--- src/rtl/core/mlrt_pkg.sv ---
`default_nettype none
package mlrt_pkg;

    // configuration register indexes
    localparam int CFG_IDX_W = 2;
    localparam logic [CFG_IDX_W-1:0] REG_COEF_PREV  = 2'd0;
    localparam logic [CFG_IDX_W-1:0] REG_COEF_PREV2 = 2'd1;
    localparam logic [CFG_IDX_W-1:0] REG_MODULUS    = 2'd2;

    localparam logic [31:0] MODULUS_RESET = 32'd1000000007;

    // operand selection of the multiply-reduce unit
    localparam logic [1:0] MODE_ACC = 2'd0;  // acc * base
    localparam logic [1:0] MODE_SQR = 2'd1;  // base * base
    localparam logic [1:0] MODE_FIN = 2'd2;  // acc top row * (a2, a1)

    // result source
    localparam logic [1:0] OSEL_REM  = 2'd0;
    localparam logic [1:0] OSEL_A1   = 2'd1;
    localparam logic [1:0] OSEL_ZERO = 2'd2;

    typedef struct packed {
        logic       load;
        logic       mac_start;
        logic       store;
        logic       commit;
        logic       shift;
        logic       out_load;
        logic [1:0] mode;
        logic [1:0] ent;
        logic       k;
        logic [1:0] osel;
    } t_cmd;

    typedef struct packed {
        logic n_one;
        logic n_zero;
        logic m_zero;
        logic ex_zero;
        logic ex_lsb;
        logic mac_done;
        logic out_free;
    } t_sts;

endpackage
`default_nettype wire

--- src/rtl/core/mlrt_datapath.sv ---
`default_nettype none
module mlrt_datapath import mlrt_pkg::*; #(
    parameter int VALUE_BITS = 31
) (
    input  wire logic                  i_clk,
    input  wire logic                  i_rst_n,
    input  wire t_cmd                  i_cmd,
    output t_sts                       o_sts,
    input  wire logic [VALUE_BITS-1:0] i_p,
    input  wire logic [VALUE_BITS-1:0] i_q,
    input  wire logic [VALUE_BITS-1:0] i_m,
    input  wire logic [VALUE_BITS-1:0] i_a1,
    input  wire logic [VALUE_BITS-1:0] i_a2,
    input  wire logic [VALUE_BITS-1:0] i_n,
    input  wire logic                  i_out_ready,
    output logic                       o_out_valid,
    output logic [VALUE_BITS-1:0]      o_out
);
    localparam int VB  = VALUE_BITS;
    localparam int PW  = 2 * VB;
    localparam int CW  = $clog2(PW);

    logic [VB-1:0] r_a1, r_a2, r_m, r_ex;
    logic          r_n_one, r_n_zero;
    logic [VB-1:0] r_acc  [4];
    logic [VB-1:0] r_base [4];
    logic [VB-1:0] r_tmp  [4];

    logic [PW-1:0] r_prod;
    logic [VB-1:0] r_rem;
    logic [CW-1:0] r_cnt;
    logic          r_busy, r_done;
    logic          r_ovalid;
    logic [VB-1:0] r_out;

    logic [VB-1:0] op_a, op_b, addend;
    logic [1:0]    ia, ib;
    logic [VB:0]   shifted, reduced;

    // operand selection: row i = ent[1], column j = ent[0]
    always_comb begin
        ia = {i_cmd.ent[1], i_cmd.k};
        ib = {i_cmd.k, i_cmd.ent[0]};
        unique case (i_cmd.mode)
            MODE_ACC: begin
                op_a = r_acc[ia];
                op_b = r_base[ib];
            end
            MODE_SQR: begin
                op_a = r_base[ia];
                op_b = r_base[ib];
            end
            MODE_FIN: begin
                op_a = r_acc[{1'b0, i_cmd.k}];
                op_b = i_cmd.k ? r_a1 : r_a2;
            end
            default: begin
                op_a = '0;
                op_b = '0;
            end
        endcase
        addend = i_cmd.k ? r_rem : '0;
    end

    // one remainder bit per cycle
    always_comb begin
        shifted = {r_rem, r_prod[PW-1]};
        reduced = (shifted >= {1'b0, r_m}) ? shifted - {1'b0, r_m} : shifted;
    end

    // hold the operands and matrices
    always_ff @(posedge i_clk) begin
        if (i_cmd.load) begin
            r_a1      <= i_a1;
            r_a2      <= i_a2;
            r_m       <= i_m;
            r_ex      <= i_n - VB'(2);
            r_n_one   <= (i_n == VB'(1));
            r_n_zero  <= (i_n == '0);
            r_base[0] <= i_p;
            r_base[1] <= i_q;
            r_base[2] <= VB'(1);
            r_base[3] <= '0;
            r_acc[0]  <= VB'(1);
            r_acc[1]  <= '0;
            r_acc[2]  <= '0;
            r_acc[3]  <= VB'(1);
        end
        if (i_cmd.shift) begin
            r_ex <= r_ex >> 1;
        end
        if (i_cmd.store) begin
            r_tmp[i_cmd.ent] <= r_rem;
        end
        if (i_cmd.commit) begin
            for (int e = 0; e < 4; e++) begin
                if (i_cmd.mode == MODE_ACC) r_acc[e] <= r_tmp[e];
                else                        r_base[e] <= r_tmp[e];
            end
        end
        if (i_cmd.mac_start) begin
            r_prod <= ({{VB{1'b0}}, op_a} * {{VB{1'b0}}, op_b}) + PW'(addend);
            r_rem  <= '0;
            r_cnt  <= CW'(PW - 1);
        end else if (r_busy) begin
            r_prod <= r_prod << 1;
            r_rem  <= reduced[VB-1:0];
            r_cnt  <= r_cnt - CW'(1);
        end
        if (i_cmd.out_load) begin
            unique case (i_cmd.osel)
                OSEL_A1:   r_out <= r_a1;
                OSEL_ZERO: r_out <= '0;
                default:   r_out <= r_rem;
            endcase
        end
    end

    // control of the reduce unit and output beat
    always_ff @(posedge i_clk) begin
        if (!i_rst_n) begin
            r_busy   <= 1'b0;
            r_done   <= 1'b0;
            r_ovalid <= 1'b0;
        end else begin
            r_done <= 1'b0;
            if (i_cmd.mac_start) begin
                r_busy <= 1'b1;
            end else if (r_busy && r_cnt == '0) begin
                r_busy <= 1'b0;
                r_done <= 1'b1;
            end
            if (i_cmd.out_load)   r_ovalid <= 1'b1;
            else if (i_out_ready) r_ovalid <= 1'b0;
        end
    end

    always_comb begin
        o_sts.n_one    = r_n_one;
        o_sts.n_zero   = r_n_zero;
        o_sts.m_zero   = (r_m == '0);
        o_sts.ex_zero  = (r_ex == '0);
        o_sts.ex_lsb   = r_ex[0];
        o_sts.mac_done = r_done;
        o_sts.out_free = !r_ovalid || i_out_ready;
    end

    assign o_out_valid = r_ovalid;
    assign o_out       = r_out;

endmodule
`default_nettype wire

--- src/rtl/core/mlrt_ctrl.sv ---
`default_nettype none
module mlrt_ctrl import mlrt_pkg::*; (
    input  wire logic i_clk,
    input  wire logic i_rst_n,
    input  wire logic i_in_valid,
    output logic      o_in_ready,
    input  wire t_sts i_sts,
    output t_cmd      o_cmd
);
    localparam logic [3:0] S_IDLE   = 4'd0;
    localparam logic [3:0] S_CHECK  = 4'd1;
    localparam logic [3:0] S_LOOP   = 4'd2;
    localparam logic [3:0] S_START  = 4'd3;
    localparam logic [3:0] S_WAIT   = 4'd4;
    localparam logic [3:0] S_COMMIT = 4'd5;
    localparam logic [3:0] S_FSTART = 4'd6;
    localparam logic [3:0] S_FWAIT  = 4'd7;
    localparam logic [3:0] S_WRITE  = 4'd8;

    logic [3:0] r_state, n_state;
    logic [1:0] r_mode, n_mode;
    logic [1:0] r_ent, n_ent;
    logic       r_k, n_k;
    logic [1:0] r_osel, n_osel;

    // sequence the square-and-multiply rounds
    always_comb begin
        n_state = r_state;
        n_mode  = r_mode;
        n_ent   = r_ent;
        n_k     = r_k;
        n_osel  = r_osel;
        o_cmd   = '0;
        o_cmd.mode = r_mode;
        o_cmd.ent  = r_ent;
        o_cmd.k    = r_k;
        o_cmd.osel = r_osel;
        o_in_ready = 1'b0;
        unique case (r_state)
            S_IDLE: begin
                o_in_ready = 1'b1;
                if (i_in_valid) begin
                    o_cmd.load = 1'b1;
                    n_state    = S_CHECK;
                end
            end
            S_CHECK: begin
                priority if (i_sts.n_one) begin
                    n_osel  = OSEL_A1;
                    n_state = S_WRITE;
                end else if (i_sts.n_zero || i_sts.m_zero) begin
                    n_osel  = OSEL_ZERO;
                    n_state = S_WRITE;
                end else begin
                    n_state = S_LOOP;
                end
            end
            S_LOOP: begin
                n_ent = '0;
                n_k   = 1'b0;
                priority if (i_sts.ex_zero) begin
                    n_mode  = MODE_FIN;
                    n_state = S_FSTART;
                end else if (i_sts.ex_lsb) begin
                    n_mode  = MODE_ACC;
                    n_state = S_START;
                end else begin
                    n_mode  = MODE_SQR;
                    n_state = S_START;
                end
            end
            S_START: begin
                o_cmd.mac_start = 1'b1;
                n_state         = S_WAIT;
            end
            S_WAIT: begin
                if (i_sts.mac_done) begin
                    if (!r_k) begin
                        n_k     = 1'b1;
                        n_state = S_START;
                    end else begin
                        o_cmd.store = 1'b1;
                        n_k         = 1'b0;
                        if (r_ent == 2'd3) begin
                            n_state = S_COMMIT;
                        end else begin
                            n_ent   = r_ent + 2'd1;
                            n_state = S_START;
                        end
                    end
                end
            end
            S_COMMIT: begin
                o_cmd.commit = 1'b1;
                n_ent        = '0;
                n_k          = 1'b0;
                if (r_mode == MODE_ACC) begin
                    n_mode  = MODE_SQR;
                    n_state = S_START;
                end else begin
                    o_cmd.shift = 1'b1;
                    n_state     = S_LOOP;
                end
            end
            S_FSTART: begin
                o_cmd.mac_start = 1'b1;
                n_state         = S_FWAIT;
            end
            S_FWAIT: begin
                if (i_sts.mac_done) begin
                    if (!r_k) begin
                        n_k     = 1'b1;
                        n_state = S_FSTART;
                    end else begin
                        n_osel  = OSEL_REM;
                        n_state = S_WRITE;
                    end
                end
            end
            S_WRITE: begin
                if (i_sts.out_free) begin
                    o_cmd.out_load = 1'b1;
                    n_state        = S_IDLE;
                end
            end
            default: n_state = S_IDLE;
        endcase
    end

    always_ff @(posedge i_clk) begin
        if (!i_rst_n) begin
            r_state <= S_IDLE;
            r_mode  <= MODE_ACC;
            r_ent   <= '0;
            r_k     <= 1'b0;
            r_osel  <= OSEL_REM;
        end else begin
            r_state <= n_state;
            r_mode  <= n_mode;
            r_ent   <= n_ent;
            r_k     <= n_k;
            r_osel  <= n_osel;
        end
    end

endmodule
`default_nettype wire

--- src/rtl/core/modular_linear_recurrence_term_core.sv ---
`default_nettype none
// channel   | dir | fields (tdata, lowest bit up)
// s_axis    | in  | first_term, second_term, term_index, zero pad to bytes
// m_axis    | out | term_value, zero pad to bytes
// cfg       | in  | 0 coef_prev, 1 coef_prev2, 2 modulus
// An item runs each modular multiply-add in the shared bit-serial reduce
// unit; a matrix product is 8 of them, a round one or two products, up to
// VALUE_BITS rounds. Index one, index zero and modulus zero skip the rounds.
// Synchronous active-low reset; no clearing pass. A waiting result does not
// block the next input beat; only the held output register stalls the write.
module modular_linear_recurrence_term_core import mlrt_pkg::*; #(
    parameter int VALUE_BITS = 31
) (
    input  wire logic                   i_clk,
    input  wire logic                   i_rst_n,
    input  wire logic                   s_axis_tvalid,
    output logic                        s_axis_tready,
    // first_term, second_term, term_index
    input  wire logic [((3*VALUE_BITS+7)/8)*8-1:0] s_axis_tdata,
    output logic                        m_axis_tvalid,
    input  wire logic                   m_axis_tready,
    // term_value
    output logic [((VALUE_BITS+7)/8)*8-1:0] m_axis_tdata,
    input  wire logic                   i_cfg_wen,
    input  wire logic [CFG_IDX_W-1:0]   i_cfg_idx,
    input  wire logic [VALUE_BITS-1:0]  i_cfg_wdata
);
    localparam int VB    = VALUE_BITS;
    localparam int OUT_W = ((VALUE_BITS + 7) / 8) * 8;

    logic [VB-1:0] r_p, r_q, r_m;
    logic [VB-1:0] out_val;
    t_cmd          cmd;
    t_sts          sts;

    // configuration registers
    always_ff @(posedge i_clk) begin
        if (!i_rst_n) begin
            r_p <= VB'(1);
            r_q <= VB'(1);
            r_m <= MODULUS_RESET[VB-1:0];
        end else if (i_cfg_wen) begin
            unique case (i_cfg_idx)
                REG_COEF_PREV:  r_p <= i_cfg_wdata;
                REG_COEF_PREV2: r_q <= i_cfg_wdata;
                REG_MODULUS:    r_m <= i_cfg_wdata;
                default:        ;
            endcase
        end
    end

    mlrt_ctrl u_ctrl (
        .i_clk      (i_clk),
        .i_rst_n    (i_rst_n),
        .i_in_valid (s_axis_tvalid),
        .o_in_ready (s_axis_tready),
        .i_sts      (sts),
        .o_cmd      (cmd)
    );

    mlrt_datapath #(.VALUE_BITS(VB)) u_dp (
        .i_clk       (i_clk),
        .i_rst_n     (i_rst_n),
        .i_cmd       (cmd),
        .o_sts       (sts),
        .i_p         (r_p),
        .i_q         (r_q),
        .i_m         (r_m),
        .i_a1        (s_axis_tdata[VB-1:0]),
        .i_a2        (s_axis_tdata[2*VB-1:VB]),
        .i_n         (s_axis_tdata[3*VB-1:2*VB]),
        .i_out_ready (m_axis_tready),
        .o_out_valid (m_axis_tvalid),
        .o_out       (out_val)
    );

    assign m_axis_tdata = OUT_W'(out_val);

endmodule
`default_nettype wire
--- config.mk ---
export PLATFORM = sky130hd
export DESIGN_NAME = modular_linear_recurrence_term_core
export DESIGN_NICKNAME = d
export VERILOG_FILES = /design/src/rtl/core/mlrt_pkg.sv /design/src/rtl/core/mlrt_datapath.sv /design/src/rtl/core/mlrt_ctrl.sv /design/src/rtl/core/modular_linear_recurrence_term_core.sv
export SDC_FILE = /design/constraint.sdc
export NUM_CORES = 2
export LEC_CHECK = 0
export ABC_CLOCK_PERIOD_IN_PS = 11260
export BUFFER_PORTS_ARGS = -buffer_cell sky130_fd_sc_hd__clkbuf_2
export CORE_UTILIZATION = 34
export CTS_CLUSTER_SIZE = 16
export DETAILED_ROUTE_END_ITERATION = 12
export GPL_TIMING_DRIVEN = 0
export PLACE_DENSITY_LB_ADDON = 0.3
export REMOVE_ABC_BUFFERS = 1
export SETUP_SLACK_MARGIN = 0.02
export SLEW_MARGIN = 40
export SYNTH_ARGS = -nofsm -noshare
export SYNTH_HDL_FRONTEND = slang
export SYNTH_SLANG_ARGS = --single-unit
--- constraint.sdc ---
create_clock -name i_clk -period 11.26 [get_ports i_clk]
set_clock_uncertainty 0.1 [all_clocks]
set_input_delay 1.126 -clock i_clk [delete_from_list [all_inputs] [get_ports i_clk]]
set_output_delay 1.126 -clock i_clk [all_outputs]
set_load 0.05 [all_outputs]
---- Word-level counts from Yosys, hierarchy flattened ----
Memory sizes are Yosys's and may differ from the RTL's. A register that Yosys moved wholly into a read port is not among the register bits.
Index checks and enable logic that the tools add are counted.
storage, ports and cells
  flip-flop bits (word level) ............. 363
  latch bits .............................. 0
  memory bits (writable) .................. 372
  memory bits (read-only) ................. 0
  output and inout port bits .............. 34
  word-level logic and storage cells ...... 171
  memories ................................ 3
memory list
  name         depth  bits a word  rd ports  clocked after Yosys merged registers in  wr ports  line                 source
  u_dp.r_acc   4      31           2         1                                        4         mlrt_datapath.sv:25  logic [VB-1:0] r_acc [4];
  u_dp.r_base  4      31           2         0                                        4         mlrt_datapath.sv:26  logic [VB-1:0] r_base [4];
  u_dp.r_tmp   4      31           4         0                                        1         mlrt_datapath.sv:27  logic [VB-1:0] r_tmp [4];
operators by class
  add/subtract/negate cells ............... 5
  multiply operators ...................... 1
  div/mod/pow operators ................... 0
  $lt $le $gt $ge ......................... 1
  equality and inequality tests ........... 25
  shifts and indexed selects .............. 0
  mux-type cells .......................... 74
  bitwise operators ....................... 9
  reduce and logical (&&, ||, !) cells .... 31
operators by type and width
  kind                   count
  $mux 31                11
  $mux 62                2
  $pmux 31 s2            2
  $logic_not 31->1       3
  $pmux 31 s3            1
  $add 62x31->62         1
  $mul 31x31->62         1
  $mux 30                2
  $pmux 4 s9             1
  $ge 32x31->1           1
  $eq 31x1->1 const B    1
  $sub 31x2->31 const B  1
  $sub 31x31->31         1
  $mux 1                 29
  $mux 4                 7
  $mux 2                 12
  $eq 4x3->1 const B     4
  $reduce_bool 2->1      7
  $pmux 2 s2             3
  $reduce_and 4->1       3
  $ne 2x1->1 const B     5
  $mux 3                 3
  $eq 2x2->1 const B     4
  $eq 4x2->1 const B     2
  other kinds (20)       39

---- Logic depth before layout (Yosys ltp) ----
  depth in word-level cells ............... 6
  gate-level depth with buffers ........... 36

---- Modules after synthesis ----
Synthesis repeated with hierarchy kept, for this count alone.
second synthesis, totals
  cell total of the unflattened synthesis .. 6224
  area total of the unflattened synthesis .. 64772.1 µm²
by module, submodules not included
  module                               instances  cells each  area each (µm²)
  mlrt_datapath                        1          5767        60370.4
  modular_linear_recurrence_term_core  1          361         3623.5
  mlrt_ctrl                            1          96          778.2

---- Worst setup path before layout ----
OpenSTA, ideal clock, no wires.
  path type ............................... register to register
  start point ............................. reg u_ctrl.r_k
  end point ............................... reg u_dp.r_prod[54] (data pin)
  arrival ................................. 9.002 ns
  slack ................................... 1.892 ns
  stages on the path, launching flop included .. 35
  period minus slack after synthesis ...... 9.368 ns
  path through ............................ dfxtp_1 -> buf_2 -> buf_2 -> buf_2 -> buf_1 -> buf_2 -> mux2i_1 -> nor2_1 -> a21oi_1 -> clkbuf_1 -> nor2_1 -> fa_1 -> inv_1 -> fa_1 -> fa_1 -> fa_1 -> inv_1 -> fa_1 -> inv_1 -> fa_1 -> inv_1 -> fa_1 -> fa_1 -> ha_1 -> clkbuf_1 -> nand4_1 -> nor2_1 -> o2111ai_1 -> o21ai_1 -> a31oi_1 -> o21a_1 -> o31a_1 -> o21bai_1 -> xnor2_1 -> o21ai_1
on the way
  word-level cells in the longest chain between the ends .. 5
ends and longest elaborated chain
  element                                            line                  source
  start, declared                                    mlrt_ctrl.sv:23       logic r_k, n_k;
  start signal, assigned                             mlrt_ctrl.sv:141      r_k <= n_k;
  $mem_v2 4x31, or another cell as far along         -
  $pmux 31 s3 / $pmux 31 s2 (equally long branches)  mlrt_datapath.sv:44   unique case (i_cmd.mode)
  $mul 31x31->62                                     mlrt_datapath.sv:102  r_prod <= ({{VB{1'b0}}, op_a} * {{VB{1'b0}}, op_b}) + PW'(addend);
  $add 62x31->62 *                                   mlrt_datapath.sv:102
  $mux 62 *                                          mlrt_datapath.sv:101  if (i_cmd.mac_start) begin
  end signal, assigned                               mlrt_datapath.sv:102
  end signal, assigned                               mlrt_datapath.sv:106  r_prod <= r_prod << 1;
  end, declared                                      mlrt_datapath.sv:29   logic [PW-1:0] r_prod;
Every way passes the cells marked *; elsewhere a longest branch is shown, timed or not.
A chain may end at the register's enable or synchronous reset.

---- Worst setup path in the final report ----
  start point ............................. reg u_ctrl.r_k
  end point ............................... reg u_dp.r_prod[56] (data pin)
The elaborated chain is that of the path after synthesis.

==> summary.txt <==
Status
  • Outcome: finished, final reports clean

Yosys
  • Post-synthesis mux area share: 0.0503
  • Mapped cell area: 0.0644 mm²
  • Xor and xnor area share after synthesis: 0.0155
  • Share of flip-flops with an asynchronous set or reset: 0
  • Sequential area share after synthesis: 0.320
  • EDFF count, synth: 590
  • Area leader, netlist: edfxtp_1
  • Synth Area in Adders: 0.328
  • Synth Area in Simple Gates: 0.142
  • Mapped Cells: 6,354
  • Ys Warns: 0
  • Area fraction of the dominant cell type after synthesis: 0.275
  • Top FF cell, synth: edfxtp_1
  • #FFs+latches synth: 736
  • Count leader, synth: nand2_1
  • Synth top cells by count: 1,097 x nand2_1, 945 x inv_1, 868 x fa_1
  • Synth Area in Compound Gates: 0.0679
  • Largest family of logic cells by synthesized area: adder cells
  • Syn avg cell area: 10.1 µm²
  • Main area contributors after synthesis: edfxtp_1 28%, fa_1 27%, nand2_1 6.4%
  • Count of cell types in the netlist: 76

Worst setup path
  • Crit path DAT: 11,330 ps
  • Slowest-stage cell, CP: o22a_2
  • Crit path max fanout: 28
  • R2r endpoint: u_dp.r_prod[56]$_DFFE_PP_
  • Largest stage delay, worst path: 620 ps
  • Startpoint types: flop
  • Stages on the worst setup path: 31
  • Crit path buffers/inverters: 8
  • Most frequent cell on the critical path: fa_1
  • Crit path required time: 11,610 ps
  • Reg2reg start: u_ctrl.r_k$_SDFFE_PN0P_
  • Reg2reg path depth: 31
  • Setup CP Type: flop to flop
  • Crit end category: flop
  • R2r setup slk: 280 ps
  • CP top delay family: adder cells

Clock tree
  • Worst skew pair latency: 700 ps
  • Postcts setup bufs: 0
  • CTS tree: yes
  • H-Tree Depth: 3
  • Root buf cell: clkbuf_16
  • Num Clock Sinks: 736
  • Max Buffers Root-to-Sink: 3
  • Total CTS buffers: 78
  • Clk slew on worst S/H paths: 60 ps
  • Cts hold-fix bufs: 0

Global routing
  • Vias in the first global route: 49,300
  • Largest net degree at the start of global routing: 82
  • Tot GR Track Use: 0.224
  • Antenna violations before repair: 15
  • First-pass GRT wire length: 317,000 µm
  • Global route total overflow: 0

Floorplanning
  • Full die area: 0.191 mm²
  • Std-Cell Rows: 159
  • Die width: 437 µm
  • Initial Utilization: 0.343
  • Boundary pin count: 168
  • Core footprint: 0.188 mm²
  • DIE HEIGHT: 437 µm

STA
  • Slew @ Worst Pin: 887 ps
  • Fin. Hold Viols: 0
  • Setup Viol. Count Final: 0
  • Final Cycle Share: 0.975
  • Setup WS post-layout: 277 ps
  • Min Clock Period, post-route: 10,980 ps
  • Max_slew headroom: 0.408
  • Fmax: 91.0 MHz
  • Fin. max-slew vios: 0
  • Fin Hold WS: 330 ps
  • Setup_tns: 0 ps
  • RSZ-0062 raised after global routing: yes

Min path
  • Hold depth: 0
  • Hold_sp: r_m[3]$_SDFFE_PN0P_
  • Hold Crit Class: flop to flop
  • Hold Path End: u_dp.r_m[3]$_DFFE_PP_

Layout
  • # nets final: 7,711
  • FILL cells: 18,300
  • Share of cells above drive strength 1: 0.108
  • Final Util: 0.390
  • Area Growth Syn to Fin: 13.7%

Detailed routing
  • Drt first pass iters: 5
  • Drc violations: 0
  • Detailed Route WL: 213,000 µm
  • Routed vias: 46,800
  • Drt initial violations: 4,046
  • Drt wl/cell: 23.7 µm
  • DR vias/cell: 5.21
  • Post-DRT Antenna Nets: 0

Run
  • MaxCap Viol Count: 0

Placed design
  • Pre-CTS WS: 428 ps
  • Final Wtd Congestion: 0.932
  • Port buffer count: 163
  • DP HPWL: 165,000 µm
==> cells by family (layout without fill, tap and decap cells) <==
group | count (synthesis) | in the layout
AO/OA/AOI/OAI | 694 | 694
XOR/XNOR | 114 | 114
adder cells (fa/ha/maj) | 1167 | 1167
buffers and inverters | 1306 | 1427
flip-flops | 736 | 736
multiplexers | 207 | 207
other | 1 | 7
AND/OR/NAND/NOR | 2129 | 2129
==> registers in the layout, indices dropped and copies added, names as in the netlist, 62 cells and up, named ones only <==
register,count
u_dp.r_acc,124
u_dp.r_base,124
u_dp.r_tmp,124
u_dp.r_prod,62
==> worst max-delay path by stage <==
stage	start	endpoint	slack (ps)
2_1_floorplan	u_ctrl.r_k$_SDFFE_PN0P_	u_dp.r_prod[56]$_DFFE_PP_	-2530
3_3_place_gp	u_ctrl.r_k$_SDFFE_PN0P_	u_dp.r_prod[61]$_DFFE_PP_	-11250
3_5_place_dp	u_ctrl.r_k$_SDFFE_PN0P_	u_dp.r_prod[61]$_DFFE_PP_	430
4_1_cts	u_ctrl.r_k$_SDFFE_PN0P_	u_dp.r_prod[61]$_DFFE_PP_	350
5_1_grt	u_ctrl.r_k$_SDFFE_PN0P_	u_dp.r_prod[56]$_DFFE_PP_	20
6_report	u_ctrl.r_k$_SDFFE_PN0P_	u_dp.r_prod[56]$_DFFE_PP_	280
==> through the flow <==
stage / cell area (µm²) / instances
2_1_floorplan: 63000 / 5993
3_3_place_gp: 67000 / 8651
3_5_place_dp: 70700 / 8825
4_1_cts: 73200 / 8970
5_1_grt: 73200 / 8972
6_report: 73200 / 8976
==> layout make-up <==
class / instances / area (µm²) / area share
Clock inverter: 42 / 359 / 0.00490
Timing Repair Buffer: 337 / 3570 / 0.0488
Antenna cell: 6 / 15.0 / 0.000205
Tap cell: 2495 / 3120 / 0.0426
Clock buffer: 103 / 2130 / 0.0290
Sequential cell: 736 / 20700 / 0.282
Inverter: 945 / 3570 / 0.0487
Multi-Input combinational cell: 4312 / 39800 / 0.544
==> metal layers <==
layer	global-route usage	share of wire	vias up
met5	0	0.00035	-
met4	0.102	0.049	12
met3	0.0428	0.081	429
met2	0.371	0.47	1880
met1	0.284	0.40	24000
li1	-	-	20500
==> placed cells by master, fill, tap and decap left out, types with 17 or more instances in the layout <==
cell type	Yosys	final
nor4_1	23	22
a21o_1	71	62
nand3_1	49	49
xnor2_1	72	72
nor2_1	593	591
buf_16	0	20
o21bai_1	17	17
clkbuf_16	0	79
clkbuf_1	315	18
dfxtp_1	146	135
a21oi_1	147	123
buf_12	0	36
o22a_2	0	23
o22ai_4	0	30
nand2_1	1097	1095
mux4_2	93	93
mux2i_1	112	112
edfxtp_1	590	590
inv_1	945	941
xor2_1	42	42
nor3_1	20	20
o21ai_1	40	38
nand4_1	25	25
and2_1	219	216
o21a_1	17	17
buf_8	0	79
a21oi_4	0	24
clkbuf_2	0	162
a31oi_1	24	24
o21ai_0	164	157
ha_1	299	298
a21boi_0	83	83
nor2b_1	22	21
fa_1	868	868
==> timing repair <==
action                                 CTS  global route
setup endpoints to repair                0             2
gates resized for setup                  0             2
endpoints found under the hold margin    0             0
Power is not shown: default switching activity piles up to over one toggle a cycle in this logic, so the estimate is an artifact.
